File: src/rtl/core/dtbo_pkg.sv
// ----------------------------------------------------------------------------
// dtbo_pkg
// Shared types and codes for the depth test and blend output unit: register
// map, item kinds, result codes and the control/status groups between the
// controller and the datapath.
// ----------------------------------------------------------------------------
`default_nettype none

package dtbo_pkg;

	localparam int APB_AW  = 4;
	localparam int APB_DW  = 32;
	localparam int SIZE_W  = 9;
	localparam int COORD_W = 8;
	localparam int DEPTH_W = 24;
	localparam int CHAN_W  = 8;
	localparam int COLOR_W = 4 * CHAN_W;

	localparam logic [1:0] REG_Y_REVERSED    = 2'd0;
	localparam logic [1:0] REG_ACTIVE_WIDTH  = 2'd1;
	localparam logic [1:0] REG_ACTIVE_HEIGHT = 2'd2;

	localparam logic KIND_FRAGMENT = 1'b0;
	localparam logic KIND_CLEAR    = 1'b1;

	localparam logic [1:0] ST_REJECTED = 2'd0;
	localparam logic [1:0] ST_STORED   = 2'd1;
	localparam logic [1:0] ST_CLEARED  = 2'd2;
	localparam logic [1:0] ST_RANGE    = 2'd3;

	localparam logic [CHAN_W-1:0] ALPHA_OPAQUE = 8'd255;

	typedef struct packed {
		logic               y_reversed;
		logic [SIZE_W-1:0] active_width;
		logic [SIZE_W-1:0] active_height;
	} dtbo_cfg_t;

	typedef struct packed {
		logic capture;
		logic clear_init;
		logic lookup;
		logic blend;
		logic commit;
		logic clear_step;
	} dtbo_cmd_t;

	typedef struct packed {
		logic discard;
		logic out_range;
		logic pass;
		logic area_empty;
		logic clear_last;
	} dtbo_flags_t;

endpackage

`default_nettype wire

File: src/rtl/core/dtbo_regs.sv
// ----------------------------------------------------------------------------
// dtbo_regs
// APB register file: row flip and active area size.
// ----------------------------------------------------------------------------
`default_nettype none

module dtbo_regs
	import dtbo_pkg::*;
(
	input  wire logic              clk,
	input  wire logic              arst_n,
	input  wire logic              psel,
	input  wire logic              penable,
	input  wire logic              pwrite,
	input  wire logic [APB_AW-1:0] paddr,
	input  wire logic [APB_DW-1:0] pwdata,
	output logic      [APB_DW-1:0] prdata,
	output logic                   pready,
	output dtbo_cfg_t              cfg
);

	logic              y_reversed_q;
	logic [SIZE_W-1:0] active_width_q;
	logic [SIZE_W-1:0] active_height_q;
	logic              wr_en;

	assign pready = 1'b1;
	assign wr_en  = psel & penable & pwrite & pready;

	always_ff @(posedge clk or negedge arst_n) begin
		if (!arst_n) begin
			y_reversed_q    <= 1'b0;
			active_width_q  <= SIZE_W'(256);
			active_height_q <= SIZE_W'(256);
		end else if (wr_en) begin
			unique case (paddr[3:2])
				REG_Y_REVERSED:    y_reversed_q    <= pwdata[0];
				REG_ACTIVE_WIDTH:  active_width_q  <= pwdata[SIZE_W-1:0];
				REG_ACTIVE_HEIGHT: active_height_q <= pwdata[SIZE_W-1:0];
				default: ;
			endcase
		end
	end

	always_comb begin
		unique case (paddr[3:2])
			REG_Y_REVERSED:    prdata = APB_DW'(y_reversed_q);
			REG_ACTIVE_WIDTH:  prdata = APB_DW'(active_width_q);
			REG_ACTIVE_HEIGHT: prdata = APB_DW'(active_height_q);
			default:           prdata = '0;
		endcase
	end

	assign cfg.y_reversed    = y_reversed_q;
	assign cfg.active_width  = active_width_q;
	assign cfg.active_height = active_height_q;

endmodule

`default_nettype wire

File: config.mk
export PLATFORM = sky130hd
export DESIGN_NAME = dtbo_regs
export DESIGN_NICKNAME = d
export VERILOG_FILES = /design/src/rtl/core/dtbo_pkg.sv /design/src/rtl/core/dtbo_regs.sv
export SDC_FILE = /design/constraint.sdc
export NUM_CORES = 1
export LEC_CHECK = 0
export BUFFER_PORTS_ARGS = -buffer_cell sky130_fd_sc_hd__buf_2
export CAP_MARGIN = 20
export CORE_MARGIN = 3
export CORE_UTILIZATION = 42
export CTS_BUF_LIST = sky130_fd_sc_hd__clkbuf_4 sky130_fd_sc_hd__clkbuf_8
export CTS_CLUSTER_DIAMETER = 200
export DETAILED_ROUTE_END_ITERATION = 10
export PLACE_DENSITY = 0.87
export SLEW_MARGIN = 0
export SYNTH_ARGS = -nofsm -noshare
export SYNTH_HDL_FRONTEND = slang
export SYNTH_SLANG_ARGS = --single-unit
File: constraint.sdc
create_clock -name clk -period 1.46 [get_ports clk]
set_clock_uncertainty 0.15 [all_clocks]
set_input_delay 0.219 -clock clk [delete_from_list [all_inputs] [get_ports clk]]
set_output_delay 0.219 -clock clk [all_outputs]
set_load 0.01 [all_outputs]
==> results.json <==
{
  "status": "finished, violations left",
  "violations": "setup timing",
  "dpl.cell_count": 158,
  "viasPerCell": 4.53,
  "grt_overflow": 0,
  "hp-class": "input port to register",
  "hpwl_um": 1750,
  "hold_viol_final": 0,
  "crit_fanout": 2,
  "io_buffers": 43,
  "arrival_ns": 1.10,
  "synthSimpleGateAreaFrac_pct": 5.27,
  "final_nets": 185,
  "cts_tree": "yes",
  "avgSynthCellArea_um2": 12.7,
  "ys_types": 17,
  "die_h_um": 57.0,
  "setup_slack_ns": -0.00523,
  "grtUsageTotal_pct": 13.6,
  "final_cell_count_no_fill": 171,
  "ys_seq_area_share_pct": 43.8,
  "dpl_cell_area_mm2": 0.00127,
  "period_share_pct": 100,
  "fmax_mhz": 682,
  "synthAdderAreaFrac_pct": 0,
  "clkTransAtPathRegs_ns": 0.10,
  "layout_common_cells": "buf_2, conb_1, dfrtp_1, buf_4, mux2_2",
  "synth.ff_latch_count": 19,
  "fp.dieW_um": 57.0,
  "grtUsageMet3_pct": 3.39,
  "drive_gt1_share_pct": 61.5,
  "multi_input_area_um2": 490,
  "grtUsageMet2_pct": 22.3,
  "ir_drop_mv": 0.818,
  "initial_core_util_pct": 46.7,
  "startpoint_type": "register",
  "finalSetupViolCount": 1,
  "power.density_mw_per_mm2": 1170,
  "hold_ws_ns": 0.0168,
  "drt_wl_total_um": 2240,
  "fill_cells": 223,
  "maxCapViolCount": 0,
  "row_count": 17,
  "clock_path_buffers": 2,
  "netlist_instances": 86,
  "fin_setup_tns_ns": -0.00523,
  "cts_buffers": 3,
  "rsz0062_at_grt": "yes",
  "grt_pass1_wl_um": 3470,
  "finalInstanceArea_mm2": 0.00139,
  "register_area_um2": 478,
  "cp.required_ns": 1.09,
  "yosysWarnings": 0,
  "grt_use_met1_pct": 17.6,
  "finalPower_uw": 1630,
  "insertion_delay_ns": 0.28,
  "drtPass1Iterations": 3,
  "drt-initial-drc-count": 10,
  "final_common_cell": "buf_2",
  "grt_max_degree": 20,
  "synth.area.mux_share_pct": 23.6,
  "synth_top_family_by_area": "multiplexers",
  "diodes": 0,
  "crit_type": "register to output port",
  "dr_total_vias": 774,
  "synth_compound_area_share_pct": 6.87,
  "busiest_layer": "met2",
  "end_kind": "output port",
  "min_period_ns": 1.47,
  "cts-htree-levels": 1,
  "gp_congestion": 0.696,
  "core_area_mm2": 0.00234,
  "grt_pass1_vias": 741,
  "die_area_mm2": 0.00325,
  "io_pins": 93,
  "synthXorXnorAreaFrac_pct": 0,
  "antenna_found_initial": 0,
  "clock_sinks": 19,
  "post_drt_wl_per_cell_um": 13.1,
  "clockRootBuffer": "clkbuf_4",
  "syn2layout_area_growth_pct": 27.4,
  "syn_area_mm2": 0.00109,
  "route.detailed.drc": 0,
  "final_antenna_net_count": 0,
  "slew_viol_final": 0,
  "p_leak_uw": 0.000756
}
==> kinds of logic after synthesis <==
group | count (synthesis)
AOI/OAI and AO/OA | 9
buffers and inverters | 29
DFF | 19
muxes | 20
other | 2
and+or+nand+nor | 7
==> synthesized netlist by cell type <==
library cell | number | area, um^2
nor3_1 | 1 | 5.00
nor3b_2 | 2 | 25.0
mux2_2 | 10 | 113
nand3_2 | 1 | 10.0
nor2b_1 | 1 | 6.26
a22o_1 | 8 | 70.1
conb_1 | 2 | 7.51
mux2i_1 | 1 | 10.0
dfstp_2 | 2 | 52.6
o21ai_0 | 1 | 5.00
dfrtp_1 | 17 | 425
and2b_1 | 1 | 7.51
buf_6 | 1 | 11.3
buf_2 | 2 | 10.0
nand2_1 | 1 | 3.75
buf_4 | 26 | 195
mux2_4 | 9 | 135
==> state kept, by name, summed over array words and instances, names as in the netlist <==
name / flops
active_height_q: 9
active_width_q: 9
y_reversed_q: 1
==> timing repair <==
item                                    CTS  global route
endpoints found under the setup margin    9             9
buffers inserted                          1             6
resized for setup                         3             4
hold buffers                              1             1
endpoints found under the hold margin    17             1
==> final timing paths <==
check                                endpoint  slack [ns]  depth (start not counted)                from
max reg2reg                 active_width_q[2]        0.40                          2   active_width_q[2]
max                                 prdata[8]      -0.005                          2   active_width_q[8]
min in group asynchronous  active_height_q[4]        0.22                          2              arst_n
min reg2reg                active_height_q[1]        0.39                          1  active_height_q[1]
max in group asynchronous   active_width_q[8]        0.62                          2              arst_n
min                         active_width_q[4]        0.02                          2           pwdata[4]
==> report_power, final <==
part | leakage, uW | total (uW) | internal (uW) | switching [uW]
Combinational | 0.000509 | 626 | 355 | 271
Sequential | 0.000229 | 748 | 658 | 89.8
Clock | 0.0000177 | 252 | 102 | 150
Total | 0.000756 | 1630 | 1110 | 511
==> metrics by stage <==
step                util, %  setup slack (ns)
floorplan                 -             0.210
global placement       54.2            -0.106
detailed placement     54.2            -0.204
CTS                    56.3           -0.0192
global route           59.5           -0.0815
finish                 59.5          -0.00523
==> worst max-delay path, stage by stage, from the launching register on <==
cell	delay, ns
dfstp_2	0.55
a22o_1	0.14
buf_2	0.12
==> routing by layer <==
layer	up-vias	share of wire, %
met2	51	49
met4	0	0
li1	361	-
met3	0	11
met5	-	0
met1	362	39
==> final cells by class <==
class                      instances  area share [%]
clock buffer                       3            1.62
clock inverter                     1           0.360
multi-input combinational         60            35.3
sequential                        19            34.4
tap                               28            2.52
timing repair buffer              60            25.9
Power figures use the tool's default switching activity.
