===== config.mk =====
export PLATFORM = sky130hd
export DESIGN_NAME = dtbo_ctrl
export DESIGN_NICKNAME = d
export VERILOG_FILES = /design/src/rtl/core/dtbo_pkg.sv /design/src/rtl/core/dtbo_ctrl.sv
export SDC_FILE = /design/constraint.sdc
export NUM_CORES = 1
export LEC_CHECK = 0
export BUFFER_PORTS_ARGS = -buffer_cell sky130_fd_sc_hd__buf_2
export CAP_MARGIN = 25
export CELL_PAD_IN_SITES_DETAIL_PLACEMENT = 0
export CELL_PAD_IN_SITES_GLOBAL_PLACEMENT = 2
export CORE_AREA = 10 10 52 54
export DETAILED_ROUTE_END_ITERATION = 8
export DIE_AREA = 0 0 62 64
export PLACE_DENSITY = 0.83
export SLEW_MARGIN = 10
export SYNTH_ARGS = -nofsm -noshare
export SYNTH_HDL_FRONTEND = slang
export SYNTH_SLANG_ARGS = --single-unit

===== constraint.sdc =====
create_clock -name clk -period 4.2 [get_ports clk]
set_clock_uncertainty 0.2 [all_clocks]
set_input_delay 0.63 -clock clk [delete_from_list [all_inputs] [get_ports clk]]
set_output_delay 0.63 -clock clk [all_outputs]
set_load 0.01 [all_outputs]

===== src/rtl/core/dtbo_pkg.sv =====
// ----------------------------------------------------------------------------
// dtbo_pkg
// Shared types and codes for the depth test and blend output unit: register
// map, item kinds, result codes and the control/status groups between the
// controller and the datapath.
// ----------------------------------------------------------------------------
`default_nettype none

package dtbo_pkg;

	localparam int APB_AW  = 4;
	localparam int APB_DW  = 32;
	localparam int SIZE_W  = 9;
	localparam int COORD_W = 8;
	localparam int DEPTH_W = 24;
	localparam int CHAN_W  = 8;
	localparam int COLOR_W = 4 * CHAN_W;

	localparam logic [1:0] REG_Y_REVERSED    = 2'd0;
	localparam logic [1:0] REG_ACTIVE_WIDTH  = 2'd1;
	localparam logic [1:0] REG_ACTIVE_HEIGHT = 2'd2;

	localparam logic KIND_FRAGMENT = 1'b0;
	localparam logic KIND_CLEAR    = 1'b1;

	localparam logic [1:0] ST_REJECTED = 2'd0;
	localparam logic [1:0] ST_STORED   = 2'd1;
	localparam logic [1:0] ST_CLEARED  = 2'd2;
	localparam logic [1:0] ST_RANGE    = 2'd3;

	localparam logic [CHAN_W-1:0] ALPHA_OPAQUE = 8'd255;

	typedef struct packed {
		logic               y_reversed;
		logic [SIZE_W-1:0] active_width;
		logic [SIZE_W-1:0] active_height;
	} dtbo_cfg_t;

	typedef struct packed {
		logic capture;
		logic clear_init;
		logic lookup;
		logic blend;
		logic commit;
		logic clear_step;
	} dtbo_cmd_t;

	typedef struct packed {
		logic discard;
		logic out_range;
		logic pass;
		logic area_empty;
		logic clear_last;
	} dtbo_flags_t;

endpackage

`default_nettype wire


===== src/rtl/core/dtbo_ctrl.sv =====
// ----------------------------------------------------------------------------
// dtbo_ctrl
// Sequencer: fragment lookup, blend and commit, clear sweep, result strobe.
// ----------------------------------------------------------------------------
`default_nettype none

module dtbo_ctrl
	import dtbo_pkg::*;
(
	input  wire logic        clk,
	input  wire logic        arst_n,
	input  wire logic        start,
	input  wire logic        kind,
	input  dtbo_flags_t      flags,
	output dtbo_cmd_t        cmd,
	output logic             busy,
	output logic             done,
	output logic [1:0]       status
);

	typedef enum logic [4:0] {
		S_IDLE   = 5'b00001,
		S_LOOKUP = 5'b00010,
		S_BLEND  = 5'b00100,
		S_COMMIT = 5'b01000,
		S_CLEAR  = 5'b10000
	} state_t;

	state_t     state_q, state_nxt;
	logic       report;
	logic [1:0] code;
	logic       done_q;
	logic [1:0] status_q;

	always_comb begin
		state_nxt = state_q;
		cmd       = '0;
		report    = 1'b0;
		code      = ST_REJECTED;
		unique case (state_q)
			S_IDLE: begin
				if (start) begin
					cmd.capture = 1'b1;
					if (kind == KIND_CLEAR) begin
						cmd.clear_init = 1'b1;
						state_nxt      = S_CLEAR;
					end else begin
						state_nxt = S_LOOKUP;
					end
				end
			end
			S_LOOKUP: begin
				if (flags.discard) begin
					report    = 1'b1;
					code      = ST_REJECTED;
					state_nxt = S_IDLE;
				end else if (flags.out_range) begin
					report    = 1'b1;
					code      = ST_RANGE;
					state_nxt = S_IDLE;
				end else begin
					cmd.lookup = 1'b1;
					state_nxt  = S_BLEND;
				end
			end
			S_BLEND: begin
				cmd.blend = 1'b1;
				state_nxt = S_COMMIT;
			end
			S_COMMIT: begin
				cmd.commit = 1'b1;
				report     = 1'b1;
				code       = flags.pass ? ST_STORED : ST_REJECTED;
				state_nxt  = S_IDLE;
			end
			S_CLEAR: begin
				if (flags.area_empty) begin
					report    = 1'b1;
					code      = ST_CLEARED;
					state_nxt = S_IDLE;
				end else begin
					cmd.clear_step = 1'b1;
					if (flags.clear_last) begin
						report    = 1'b1;
						code      = ST_CLEARED;
						state_nxt = S_IDLE;
					end
				end
			end
			default: state_nxt = S_IDLE;
		endcase
	end

	always_ff @(posedge clk or negedge arst_n) begin
		if (!arst_n) begin
			state_q <= S_IDLE;
			done_q  <= 1'b0;
		end else begin
			state_q <= state_nxt;
			done_q  <= report;
		end
	end

	always_ff @(posedge clk) begin
		if (report) begin
			status_q <= code;
		end
	end

	assign busy   = (state_q != S_IDLE);
	assign done   = done_q;
	assign status = status_q;

endmodule

`default_nettype wire


==> impl_metrics.py <==
metrics = {
    "status": {
        "status": "finished, final reports clean",
    },
    "global_route": {
        "antenna_found_initial": 0,
        "use_met2": 0.0821,
        "met3_usage": 0.0356,
        "grt_usage": 0.0565,
        "grt_overflow": 0,
        "use_met1": 0.0665,
        "grt_pass1_wl_microns": 1690,
        "busiest_layer": "met2",
        "grt_pass1_vias": 390,
        "grt_max_degree": 10,
    },
    "floorplan": {
        "rows": 15,
        "io_pins": 19,
        "start_util": 0.252,
        "die-area_sq_um": 3970,
        "die_height_microns": 64,
        "core_area_sq_um": 1710,
        "fp.dieW_microns": 62,
    },
    "timing": {
        "worstMarginPinSlew_ps": 296,
        "final_hold_viol_count": 0,
        "min_period_over_period": 0.569,
        "relSlewSlack": 0.802,
        "setup_viol": 0,
        "tns_ps": 0,
        "slew_violations": 0,
        "rsz0062_at_grt": "false",
        "clock.fmax_mhz": 419,
        "holdWs_ps": 341,
        "period_minus_slack_ps": 2390,
    },
    "placed_design": {
        "place_congestion": 0.718,
        "portBuffers": 18,
        "hpwl_microns": 898,
    },
    "worst_setup_path": {
        "cp.required_ps": 3370,
        "cp_data_arrival_time_ps": 1560,
        "cp-end-kind": "output port",
        "timing.rr.start": "state_q[2]$_DFFE_PN0P_",
        "critPathKind": "flop to output port",
        "setup.worst_path.start_class": "flop",
        "cp_max_fo": 9,
        "reg2reg_slack_ps": 2430,
        "reg2reg_to": "status[0]$_DFFE_PP_",
        "reg2reg_depth": 3,
    },
    "finish": {
        "nNetsFinal": 77,
        "final_cell_mix": "buf_2 (18), nor2_1 (9), dfrtp_1 (5)",
        "area_growth_pct": 36.6,
        "layout_commonest_cell": "buf_2",
        "antenna_cells": 0,
        "drive_gt1_frac": 0.358,
        "finalCoreUtilization": 0.344,
    },
    "clock_tree": {
        "ctsResizeCount": 0,
        "clk_pin_slew_ps": 50,
        "tritoncts": "yes",
        "cts-root-buf": "clkbuf_4",
        "htreeDepth": 1,
        "cts-buffers-inserted": 3,
        "clk_latency_ps": 260,
        "cts_setup_buffers": 0,
        "cts_sinks": 8,
        "cts_max_path_buffers": 2,
    },
    "pwr": {
        "vdd_drop_max_mv": 0.198,
        "leakagePower_uw": 0.000296,
        "finalPower_uw": 239,
        "power.density_nw_per_um2": 406,
    },
    "worst_hold_path": {
        "whs_endpoint": "state_q[1]$_DFFE_PN0P_",
        "timing.hold.worst.start": "kind",
        "hp-class": "input pin to flop",
        "hold_depth": 2,
    },
    "synth": {
        "synth_area_sq_um": 430,
        "synth_seq_cells": 8,
        "synth_cell_types": 24,
        "synth_edf_count": 2,
        "synth.avg_cell_area_sq_um": 9.78,
        "synthArstFlopShare": 0.750,
        "yosys_warnings": 0,
        "mappedNetlistNets": 53,
        "synthFlopType": "dfrtp_1",
        "ys_seq_area_frac": 0.491,
        "syn-instance-count": 44,
    },
    "drt": {
        "viasPerCell": 4.51,
        "first_iter_violations": 8,
        "num_vias": 415,
        "wirelength_microns": 1070,
        "drt-pass1-iter-count": 4,
        "drt-wirelength-per-cell_microns": 11.7,
        "ant_nets": 0,
        "drcViolationCount": 0,
    },
    "job": {
        "drv_cap": 0,
    },
}
==> worst max-delay path by stage <==
stage / start / end / depth (start not counted)
after detailed placement: state_q[2]$_DFFE_PN0P_ / cmd[3] / 3
final: state_q[2]$_DFFE_PN0P_ / cmd[3] / 3
after global placement: state_q[2]$_DFFE_PN0P_ / cmd[3] / 3
after CTS: state_q[2]$_DFFE_PN0P_ / cmd[3] / 3
after floorplan: state_q[2]$_DFFE_PN0P_ / cmd[3] / 2
after global routing: state_q[2]$_DFFE_PN0P_ / cmd[3] / 3
==> state kept, by name (all words and copies together) (netlist names) <==
register  count
done          1
status        2
state_q       5
==> through the flow <==
step,setup WS [ps],std cells,cell area (sq um)
6_report,1810,92,588
5_1_grt,1670,92,588
4_1_cts,1790,92,588
3_5_place_dp,2070,87,552
3_3_place_gp,2100,87,552
2_1_floorplan,2110,44,430
==> where the power goes <==
part           leakage [uW]  internal, uW  switching (uW)
sequential        0.0000976          94.0            11.3
combinational      0.000184          31.6            39.7
clock             0.0000150          36.3            26.0
==> cells in the mapped netlist, types with 2 or more instances <==
| cell type | number | area [sq um] |
|---|---|---|
| edfxtp_1 | 2 | 60.1 |
| nor3_1 | 2 | 10.0 |
| dfrtp_1 | 5 | 125 |
| o21ai_0 | 2 | 10.0 |
| inv_1 | 2 | 7.51 |
| o31ai_1 | 2 | 15.0 |
| nor4_1 | 2 | 12.5 |
| and3_1 | 3 | 18.8 |
| nor2_1 | 9 | 33.8 |
==> cell type report <==
class,count,area [sq um]
inverters,2,7.51
well taps,25,31.3
repair buffers,19,100
clock buffers,4,26.3
flip-flops and latches,8,211
fillers,178,1120
multi-input cells,34,211
==> what timing repair did <==
item / CTS / global route
endpoints found under the hold margin: 5 / 0
hold buffers: 1 / 0
endpoints found under the setup margin: 0 / 0
==> metal layers <==
metal | vias up | wire (microns)
met5 | - | 0
met1 | 187 | 459
met4 | 0 | 0
met3 | 0 | 101
li1 | 212 | -
met2 | 16 | 513
==> cell families (layout without fill, tap and decap cells) <==
group | after synthesis | count (layout) | share of synthesized area
flip-flops | 8 | 8 | 0.491
AO/OA/AOI/OAI | 7 | 7 | 0.116
buffers and inverters | 2 | 25 | 0.0174
AND/OR/NAND/NOR | 27 | 27 | 0.375
==> critical path, cell delays in order (launching register included) <==
cell     delay [ps]
dfrtp_1         450
or3_4           450
nor4_1          230
buf_2           180
No activity file was read; power rests on OpenSTA's default activity.
